File: src/hdl/dotgs_pkg.sv
// Shared types and constants for the disc offset to group segment translator.
package dotgs_pkg;
   localparam int unsigned HDR_BYTES = 128;
   localparam int unsigned ALIGN_BITS = 15;
   localparam int unsigned CHUNK_MIN = 32768;
   localparam int unsigned CHUNK_MAX = 33554432;
   localparam int unsigned SEG_CAP = 16;

   localparam logic [1:0] KIND_HDR = 2'd0;
   localparam logic [1:0] KIND_GROUP = 2'd1;
   localparam logic [1:0] KIND_ZERO = 2'd2;

   localparam logic [1:0] CSR_CHUNK = 2'd0;
   localparam logic [1:0] CSR_GCOUNT = 2'd1;
   localparam logic [1:0] CSR_RCOUNT = 2'd2;

   typedef struct packed {
      logic [1:0]  kind;
      logic [24:0] src;
      logic [31:0] gidx;
      logic [35:0] gdo;
      logic [16:0] len;
      logic        trunc;
      logic        last;
   } seg_type;

   typedef struct packed {
      logic        start;
      logic [35:0] dividend;
      logic [25:0] divisor;
   } div_req_type;

   typedef struct packed {
      logic        done;
      logic [35:0] quot;
      logic [25:0] rem;
   } div_rsp_type;
endpackage

File: src/hdl/disc_offset_to_group_segments.sv
// Disc read translator: region table in memory, request walk into segments.
// Usage: req_ beats carry a table load (req_tuser=0) or a read (req_tuser=1).
// A load writes one region entry and yields no rsp_ beat.
// A read yields 0 to 16 rsp_ beats, rsp_tlast on the final one.
// A segment outside the header starts with a table scan, a memory read and
// then a compare for each entry searched, unless the current region is kept,
// then a 36-bit serial divide of the in-region offset by the chunk size.
// The walk holds each further segment until the previous beat has left the
// output register, and a read passes back through S_STEP to close unless its
// last segment was built as a zero fill. One item is worked at a time;
// req_tready is low while a read is walked. A segment waits in the output
// register when rsp_tready is low; the walk holds until it is taken. Reset
// clears control state and sets chunk_size to 2 MiB, group_count and
// region_count to 0; the region table is undefined until loaded.
// Configuration is written through csr_; the user must do so only while
// idle, as the block itself does not enforce it.
module disc_offset_to_group_segments #(
   parameter int unsigned MAX_REGIONS = 16,
   parameter int unsigned MAX_REQ_BYTES = 65536
) (
   input  logic         clock,
   input  logic         reset,
   input  logic         req_tvalid,
   output logic         req_tready,
   // lsb up: region_slot[3:0], region_offset[39:4], region_size[75:40],
   // region_first_group[107:76], req_offset[139:108], req_length[156:140]
   input  logic [159:0] req_tdata,
   // req_type
   input  logic         req_tuser,
   output logic         rsp_tvalid,
   input  logic         rsp_tready,
   // lsb up: seg_kind[1:0], source_offset[26:2], group_index[58:27],
   // group_disc_offset[94:59], seg_length[111:95], truncated[112]
   output logic [119:0] rsp_tdata,
   output logic         rsp_tlast,
   input  logic         csr_we,
   input  logic [1:0]   csr_index,
   input  logic [31:0]  csr_wdata
);
   import dotgs_pkg::*;

   localparam int unsigned AW = (MAX_REGIONS > 1) ? $clog2(MAX_REGIONS) : 1;
   localparam int unsigned CW = $clog2(MAX_REGIONS + 1);
   localparam logic [16:0] MAXREQ = (MAX_REQ_BYTES >= 131071) ? 17'h1FFFF
                                    : 17'(MAX_REQ_BYTES);

   typedef enum logic [3:0] {
      S_IDLE, S_LOAD, S_STEP, S_RD, S_CMP, S_DIV, S_DIVW, S_CALC, S_EMIT
   } state_type;

   function automatic seg_type mk_seg(logic [1:0] kind, logic [24:0] src,
                                      logic [31:0] gidx, logic [35:0] gdo,
                                      logic [16:0] len, logic trunc, logic last);
      seg_type s;
      s.kind = kind; s.src = src; s.gidx = gidx; s.gdo = gdo;
      s.len = len; s.trunc = trunc; s.last = last;
      return s;
   endfunction

   // region table memory
   logic [103:0] mem [MAX_REGIONS];
   logic [103:0] rd_ff;
   logic [AW-1:0] raddr;
   logic          mwe;
   logic [AW-1:0] waddr;
   logic [103:0]  wdata;

   always_ff @(posedge clock) begin
      if (mwe) mem[waddr] <= wdata;
      rd_ff <= mem[raddr];
   end

   logic [25:0] chunk_ff;
   logic [31:0] gcount_ff;
   logic [4:0]  rcount_ff;

   state_type   st_ff;
   logic [31:0] off_ff;
   logic [16:0] rem_ff;
   logic [4:0]  n_ff;
   logic        have_ff;
   logic [CW-1:0] scan_ff;
   logic [35:0] local_ff, rstart_ff, rlen_ff;
   logic [31:0] rgrp_ff;
   logic [25:0] cs_ff;
   logic        out_v_ff;
   seg_type     seg_ff;
   logic [103:0] ld_ff;
   logic [3:0]  slot_ff;

   div_req_type dreq;
   div_rsp_type drsp;
   dotgs_div u_div (.clock(clock), .reset(reset), .req(dreq), .rsp(drsp));

   assign dreq = {st_ff == S_DIV, local_ff, cs_ff};

   logic [CW-1:0] nreg;
   assign nreg = ({27'd0, rcount_ff} > 32'(MAX_REGIONS)) ? CW'(MAX_REGIONS)
                                                         : CW'(rcount_ff);

   // load path: align start, grow length with saturation
   logic [35:0] l_off, l_size;
   logic [36:0] l_len;
   assign l_off = req_tdata[39:4];
   assign l_size = req_tdata[75:40];
   assign l_len = {1'b0, l_size} + {22'd0, l_off[ALIGN_BITS-1:0]};

   assign mwe = (st_ff == S_LOAD) && ({28'd0, slot_ff} < 32'(MAX_REGIONS));
   assign waddr = AW'(slot_ff);
   assign wdata = ld_ff;
   assign raddr = scan_ff[AW-1:0];

   assign req_tready = (st_ff == S_IDLE);

   // hit test on the entry just read
   logic [35:0] e_start, e_len;
   logic [36:0] e_end;
   logic        e_hit;
   assign e_start = rd_ff[103:68];
   assign e_len = rd_ff[67:32];
   assign e_end = {1'b0, e_start} + {1'b0, e_len};
   assign e_hit = ({4'd0, off_ff} >= e_start) && ({5'd0, off_ff} < e_end);

   logic [31:0] g_sum;
   logic [35:0] grel_cs;
   logic [25:0] seg_room;
   logic [35:0] left;
   logic [35:0] clen;
   assign g_sum = rgrp_ff + drsp.quot[31:0];
   assign left = rlen_ff - local_ff;
   // region-relative group index times chunk size, taken back from the remainder
   assign grel_cs = local_ff - {10'd0, drsp.rem};
   assign seg_room = cs_ff - drsp.rem;

   always_comb begin
      clen = {10'd0, seg_room};
      if (clen > {19'd0, rem_ff}) clen = {19'd0, rem_ff};
      if (clen > left) clen = left;
   end

   logic [16:0] hlen;
   assign hlen = 17'(HDR_BYTES) - {10'd0, off_ff[6:0]};

   always_ff @(posedge clock) begin
      if (reset) begin
         st_ff <= S_IDLE; out_v_ff <= 1'b0;
         chunk_ff <= 26'd2097152; gcount_ff <= '0; rcount_ff <= '0;
         have_ff <= 1'b0; n_ff <= '0; seg_ff <= '0;
      end else begin
         if (csr_we) begin
            unique case (csr_index)
               CSR_CHUNK:  chunk_ff <= csr_wdata[25:0];
               CSR_GCOUNT: gcount_ff <= csr_wdata;
               CSR_RCOUNT: rcount_ff <= csr_wdata[4:0];
               default: ;
            endcase
         end
         out_v_ff <= (st_ff == S_EMIT) || (out_v_ff && !rsp_tready);
         unique case (st_ff)
            S_IDLE: if (req_tvalid) begin
               if (!req_tuser) begin
                  slot_ff <= req_tdata[3:0];
                  ld_ff <= {l_off[35:ALIGN_BITS], {ALIGN_BITS{1'b0}},
                            l_len[36] ? 36'hF_FFFF_FFFF : l_len[35:0],
                            req_tdata[107:76]};
                  st_ff <= S_LOAD;
               end else begin
                  off_ff <= req_tdata[139:108];
                  rem_ff <= (req_tdata[156:140] > MAXREQ) ? MAXREQ : req_tdata[156:140];
                  n_ff <= '0; have_ff <= 1'b0;
                  cs_ff <= (chunk_ff < 26'(CHUNK_MIN)) ? 26'(CHUNK_MIN) :
                           ({6'd0, chunk_ff} > 32'(CHUNK_MAX)) ? 26'(CHUNK_MAX)
                           : chunk_ff;
                  st_ff <= S_STEP;
               end
            end
            S_LOAD: st_ff <= S_IDLE;
            S_STEP: begin
               if (rem_ff == 17'd0 || n_ff == 5'(SEG_CAP)) begin
                  st_ff <= S_IDLE;
               end else if (!out_v_ff) begin
                  if (off_ff < 32'(HDR_BYTES)) begin
                     seg_ff <= mk_seg(KIND_HDR, {18'd0, off_ff[6:0]}, '0, '0,
                                      (hlen > rem_ff) ? rem_ff : hlen, 1'b0, 1'b0);
                     have_ff <= 1'b0;
                     st_ff <= S_EMIT;
                  end else if (have_ff && local_ff < rlen_ff) begin
                     st_ff <= S_DIV;
                  end else begin
                     have_ff <= 1'b0;
                     scan_ff <= '0;
                     st_ff <= S_RD;
                  end
               end
            end
            S_RD: begin
               if (scan_ff >= nreg) begin
                  seg_ff <= mk_seg(KIND_ZERO, '0, '0, '0, rem_ff, 1'b0, 1'b0);
                  st_ff <= S_EMIT;
               end else st_ff <= S_CMP;
            end
            S_CMP: begin
               if (e_hit) begin
                  have_ff <= 1'b1;
                  rstart_ff <= e_start; rlen_ff <= e_len; rgrp_ff <= rd_ff[31:0];
                  local_ff <= {4'd0, off_ff} - e_start;
                  st_ff <= S_DIV;
               end else begin
                  scan_ff <= scan_ff + CW'(1);
                  st_ff <= S_RD;
               end
            end
            // divider takes the full 36-bit in-region offset this cycle
            S_DIV: st_ff <= S_DIVW;
            S_DIVW: if (drsp.done) st_ff <= S_CALC;
            S_CALC: begin
               if (g_sum >= gcount_ff) begin
                  have_ff <= 1'b0;
                  seg_ff <= mk_seg(KIND_ZERO, '0, '0, '0, rem_ff, 1'b0, 1'b0);
               end else begin
                  seg_ff <= mk_seg(KIND_GROUP, drsp.rem[24:0], g_sum,
                                   rstart_ff + grel_cs, clen[16:0], 1'b0, 1'b0);
                  local_ff <= local_ff + clen;
               end
               st_ff <= S_EMIT;
            end
            S_EMIT: begin
               if (n_ff == 5'(SEG_CAP - 1) && seg_ff.len < rem_ff) begin
                  seg_ff <= mk_seg(KIND_ZERO, '0, '0, '0, rem_ff, 1'b1, 1'b1);
                  rem_ff <= '0;
                  off_ff <= off_ff + {15'd0, rem_ff};
               end else begin
                  seg_ff.last <= (seg_ff.len == rem_ff);
                  rem_ff <= rem_ff - seg_ff.len;
                  off_ff <= off_ff + {15'd0, seg_ff.len};
               end
               n_ff <= n_ff + 5'd1;
               st_ff <= (seg_ff.kind == KIND_ZERO && seg_ff.len == rem_ff)
                        ? S_IDLE : S_STEP;
            end
            default: st_ff <= S_IDLE;
         endcase
      end
   end

   assign rsp_tvalid = out_v_ff;
   assign rsp_tlast = seg_ff.last;
   assign rsp_tdata = {7'd0, seg_ff.trunc, seg_ff.len, seg_ff.gdo, seg_ff.gidx,
                       seg_ff.src, seg_ff.kind};

`ifndef SYNTHESIS
   a_no_accept_busy: assert property (@(posedge clock) disable iff (reset)
      (st_ff != S_IDLE) |-> !req_tready) else $error("accept while busy");
   a_hold: assert property (@(posedge clock) disable iff (reset)
      (rsp_tvalid && !rsp_tready) |=> rsp_tvalid) else $error("segment dropped");
   a_stable: assert property (@(posedge clock) disable iff (reset)
      (rsp_tvalid && !rsp_tready) |=> ($stable(rsp_tdata) && $stable(rsp_tlast)))
      else $error("segment changed while stalled");
   a_cap: assert property (@(posedge clock) disable iff (reset)
      n_ff <= 5'(SEG_CAP)) else $error("segment cap exceeded");
`endif
endmodule

File: src/hdl/dotgs_div.sv
// Restoring divider, one quotient bit per cycle, 36-bit dividend, 26-bit divisor.
module dotgs_div (
   input  logic                  clock,
   input  logic                  reset,
   input  dotgs_pkg::div_req_type req,
   output dotgs_pkg::div_rsp_type rsp
);
   import dotgs_pkg::*;

   logic [35:0] q_ff, q_in;
   logic [25:0] r_ff, r_in, d_ff, d_in;
   logic [5:0]  cnt_ff, cnt_in;
   logic        busy_ff, busy_in, done_ff, done_in;
   logic [26:0] trial;

   always_comb begin
      q_in = q_ff; r_in = r_ff; d_in = d_ff; cnt_in = cnt_ff;
      busy_in = busy_ff; done_in = 1'b0;
      trial = {r_ff, q_ff[35]} - {1'b0, d_ff};
      if (req.start) begin
         q_in = req.dividend; r_in = '0; d_in = req.divisor;
         cnt_in = 6'd35; busy_in = 1'b1;
      end else if (busy_ff) begin
         if (!trial[26]) begin
            r_in = trial[25:0];
            q_in = {q_ff[34:0], 1'b1};
         end else begin
            r_in = {r_ff[24:0], q_ff[35]};
            q_in = {q_ff[34:0], 1'b0};
         end
         if (cnt_ff == 6'd0) begin
            busy_in = 1'b0; done_in = 1'b1;
         end
         cnt_in = cnt_ff - 6'd1;
      end
   end

   always_ff @(posedge clock) begin
      if (reset) begin
         busy_ff <= 1'b0; done_ff <= 1'b0; cnt_ff <= '0;
      end else begin
         busy_ff <= busy_in; done_ff <= done_in; cnt_ff <= cnt_in;
      end
      q_ff <= q_in; r_ff <= r_in; d_ff <= d_in;
   end

   assign rsp.done = done_ff;
   assign rsp.quot = q_ff;
   assign rsp.rem = r_ff;
endmodule

File: config.mk
export PLATFORM = sky130hd
export DESIGN_NAME = disc_offset_to_group_segments
export DESIGN_NICKNAME = d
export VERILOG_FILES = /design/src/hdl/dotgs_pkg.sv /design/src/hdl/disc_offset_to_group_segments.sv /design/src/hdl/dotgs_div.sv
export SDC_FILE = /design/constraint.sdc
export NUM_CORES = 2
export LEC_CHECK = 0
export BUFFER_PORTS_ARGS = -buffer_cell sky130_fd_sc_hd__buf_2
export CAP_MARGIN = 20
export CORE_UTILIZATION = 30
export DETAILED_ROUTE_END_ITERATION = 16
export PLACE_DENSITY_LB_ADDON = 0.2
export SLEW_MARGIN = 20
export SYNTH_ARGS = -nofsm -noshare
export SYNTH_HDL_FRONTEND = slang
export SYNTH_SLANG_ARGS = --single-unit
File: constraint.sdc
create_clock -name clock -period 13.2 [get_ports clock]
set_clock_uncertainty 0.15 [all_clocks]
set_input_delay 1.32 -clock clock [delete_from_list [all_inputs] [get_ports clock]]
set_output_delay 1.32 -clock clock [all_outputs]
set_load 0.01 [all_outputs]
==> flow_results.org <==
** Power and ir drop
- Power spread over the standard cell area amounts to 138 mW/mm2.
- For this design the static power due to leakage is 38.7 nW.
- Maximum vdd drop :: 0.111 mV

** CTS
- Hold bufs inserted after CTS :: 0
- The H-tree was split into 4 levels.
- TritonCTS sink count :: 2095
- TritonCTS buffer count :: 229
- Setup Buffers After CTS :: 0
- Cell chosen for the clock root :: clkbuf_16
- In this run the deepest clock path goes through 4 buffers.
- Number of cells upsized or downsized after cts :: 0
- Clock-pin slew was measured on the worst setup and hold paths at 70 ps.
- Later-pin clock latency in the skew report :: 920 ps
- TritonCTS clock tree :: built

** Placed design
- Buffers on Ports :: 312
- Final weighted congestion of routability-driven global placement :: 0.900
- Setup WS pre-CTS :: 1100 ps
- Once detailed placement completed, the half-perimeter wirelength came to 192000 um.

** Job
- Number of maximum-capacitance violations :: 0

** Detailed routing
- Detail-routed net length per standard cell :: 26.1 um
- The first TritonRoute pass finished after 5 iterations.
- For this run, design rule violations remaining after detail routing come to 0.
- Post-DR vias/cell :: 5.12
- Wires add up to 292000 um.
- The routed layout has 57409 vias.
- Routed Antenna Nets :: 0
- After the first detailed-routing iteration, the DRC count stood at 5417.

** Logic synthesis
- Gate count of the mapped netlist :: 6440
- In the synthesized netlist the async set-or-reset flop fraction comes to 0%.
- Post-synthesis sequential area ratio :: 63.1%
- The most used flip-flop cell after synthesis is edfxtp_1.
- The synthesized design contains 1784 enable-type register cells.
- Yosys printed 0 warnings.
- After synthesis, the netlist uses 94 different library cells.
- Seq cells post-synth :: 2095
- Avg Inst Size Synth :: 14.7 um2
- Mapped cell area :: 0.0947 mm2

** Setup path
- Startpoint-to-endpoint class of the critical path :: reg -> reg
- The worst setup path is captured at a flop.
- Family with the most delay on the worst path :: compound AO/OA/AOI/OAI gates
- At the worst endpoint, the arrival time is 12570 ps.
- Required time of the critical path :: 13690 ps
- Along the worst path, the maximum fanout reaches 14.
- In this design, the stage delay of the slowest critical-path cell is 570 ps.
- Critical path startpoint category :: flop
- Number of buffer and inverter stages on the critical path :: 3
- Library cell contributing the largest single delay on the critical path :: or4_1

** Timing
- Setup violators final :: 0
- The number of hold violations in the final report came to 0.
- Unrepaired setup endpoints after global routing :: false
- Across all setup checks in the final design, the least slack found is 1120 ps.
- Dividing the final minimum period by the clock period gives 91.5%.
- After layout, the minimum clock period comes to 12080 ps.
- Derived from the worst setup path, the maximum achievable clock frequency is 82.8 MHz.
- In this run the tightest slew margin relative to its limit is -6.25%.
- Summed over all failing endpoints, the final setup total negative slack is 0 ps.
- At the pin with the least slew margin, the transition time is 1550 ps.
- Number of pins with negative max-slew slack in the final report :: 4

** Floorplanning
- Die area :: 0.318 mm2
- Number of top-level design ports :: 323
- The floorplan step set the die width to 564 um.
- Initial Utilization :: 30.3%
- Count of standard-cell rows :: 205
- The floorplan step set the die height to 564 um.
- Total core area :: 0.313 mm2

** Cells and area
- Compared with the post-synthesis result, the final layout area differs by 15.5%.
- At the end of the flow, the number of nets in the layout was 7518.
- Number of filler instances in the final layout :: 30179
- Of the cells placed in the final design, the portion with a size suffix greater than 1 is 18.6%.
- Post-route core utilization :: 35.0%

** Hold path
- Class of the most critical hold timing path :: reg -> reg

** Status
- The final reports fail on max-slew violations.
- Result of the run :: finished with violations

** Global route
- Grt total ovfl :: 0
- Entering global routing, the biggest net connects 132 pins.
- Number of global-route vias before repair :: 57016
- Overall Global Routing Usage :: 18.0%
- Wire length of the first global-routing pass :: 414000 um
- Antenna violations before repair :: 41
[where the power goes]
group / total, mW / internal, mW / switching, mW
sequential: 7.36 / 7.24 / 0.121
combinational: 1.22 / 0.478 / 0.746
clock: 6.48 / 3.75 / 2.72
[through the flow]
step,power [mW],cells,hold slack (ps),instance area (um2)
finish,15.1,11213,252,109000
global route,15.6,11207,257,109000
CTS,15.2,11204,254,109000
detailed placement,8.71,10779,239,102000
global placement,8.71,10777,238,102000
floorplan,8.25,6464,236,94800
[worst paths after layout]
kind	to	slack, ps	start	cells past startpoint
hold reg to reg	rgrp_ff[11]	250	rd_ff[11]	0
setup reg to reg	local_ff[34]	1120	u_div.r_ff[0]	45
hold / removal	rgrp_ff[11]	250	rd_ff[11]	0
setup / recovery	local_ff[34]	1120	u_div.r_ff[0]	45
[final cells by class]
cell class,instances,area [um2],area share [%]
Antenna cell,7,17.5,0.0160
Clock buffer,317,6480,5.92
Clock inverter,108,1130,1.04
Inverter,369,1390,1.27
Multi-Input combinational cell,3759,32900,30.1
Sequential cell,2095,59800,54.7
Tap cell,4140,5180,4.74
Timing Repair Buffer,418,2490,2.28
[Yosys cell counts, drive strengths merged (40+ instances only)]
| cell | instances | area (um2) |
|---|---|---|
| edfxtp | 1784 | 53600 |
| nand2 | 460 | 1730 |
| mux4 | 445 | 10000 |
| ha | 424 | 5310 |
| inv | 369 | 1390 |
| a21oi | 343 | 1720 |
| nor2 | 325 | 1220 |
| dfxtp | 311 | 6230 |
| o21ai | 299 | 1500 |
| clkbuf | 183 | 687 |
| xnor2 | 147 | 1290 |
| a21o | 139 | 1040 |
| xor2 | 99 | 867 |
| nor3 | 96 | 492 |
| nand3 | 75 | 375 |
| a22oi | 64 | 480 |
| nor2b | 62 | 388 |
| buf | 58 | 260 |
| o21a | 56 | 420 |
| nand2b | 53 | 332 |
| nand4 | 47 | 294 |
| o21bai | 42 | 315 |
| a211oi | 41 | 308 |
| a31oi | 40 | 250 |
[metal layers]
layer	share of wire, %	track usage [%]
met5	0.024	0
met4	2.4	4.64
met2	46	28.7
met1	46	25.9
met3	5.4	2.32
[flip-flops by register name (all words and copies together), names as in the netlist, 4 cells and up]
signal        cells
gcount_ff        32
off_ff           32
mem            1424
n_ff              5
u_div.d_ff       26
u_div.r_ff       26
u_div.cnt_ff      6
rsp_tdata       113
rstart_ff        21
local_ff         36
u_div.q_ff       36
rlen_ff          36
rd_ff            89
chunk_ff         26
cs_ff            26
rcount_ff         5
rem_ff           17
scan_ff           5
st_ff             4
ld_ff            89
slot_ff           4
rgrp_ff          32
[cells in the final DEF, fill, tap and decap left out, types with 234 or more instances in the layout]
master / count
a21oi_1: 341
buf_2: 311
clkbuf_16: 234
dfxtp_1: 310
edfxtp_1: 1784
ha_1: 424
inv_1: 368
mux4_2: 445
nand2_1: 458
nor2_1: 308
o21ai_0: 291
[kinds of logic (layout without fill, tap and decap cells)]
kind of cell    Yosys count  in the layout  share of synthesized area [%]
xor+xnor                246            246                           2.27
simple gates           1288           1288                           6.35
flops                  2095           2095                           63.1
other cells               1             32                        0.00396
fa+ha+maj               446            446                           6.06
mux                     504            504                           11.3
buf+inv                 610           1212                           2.46
compound gates         1250           1250                           8.48
Power figures use the tool's default switching activity.
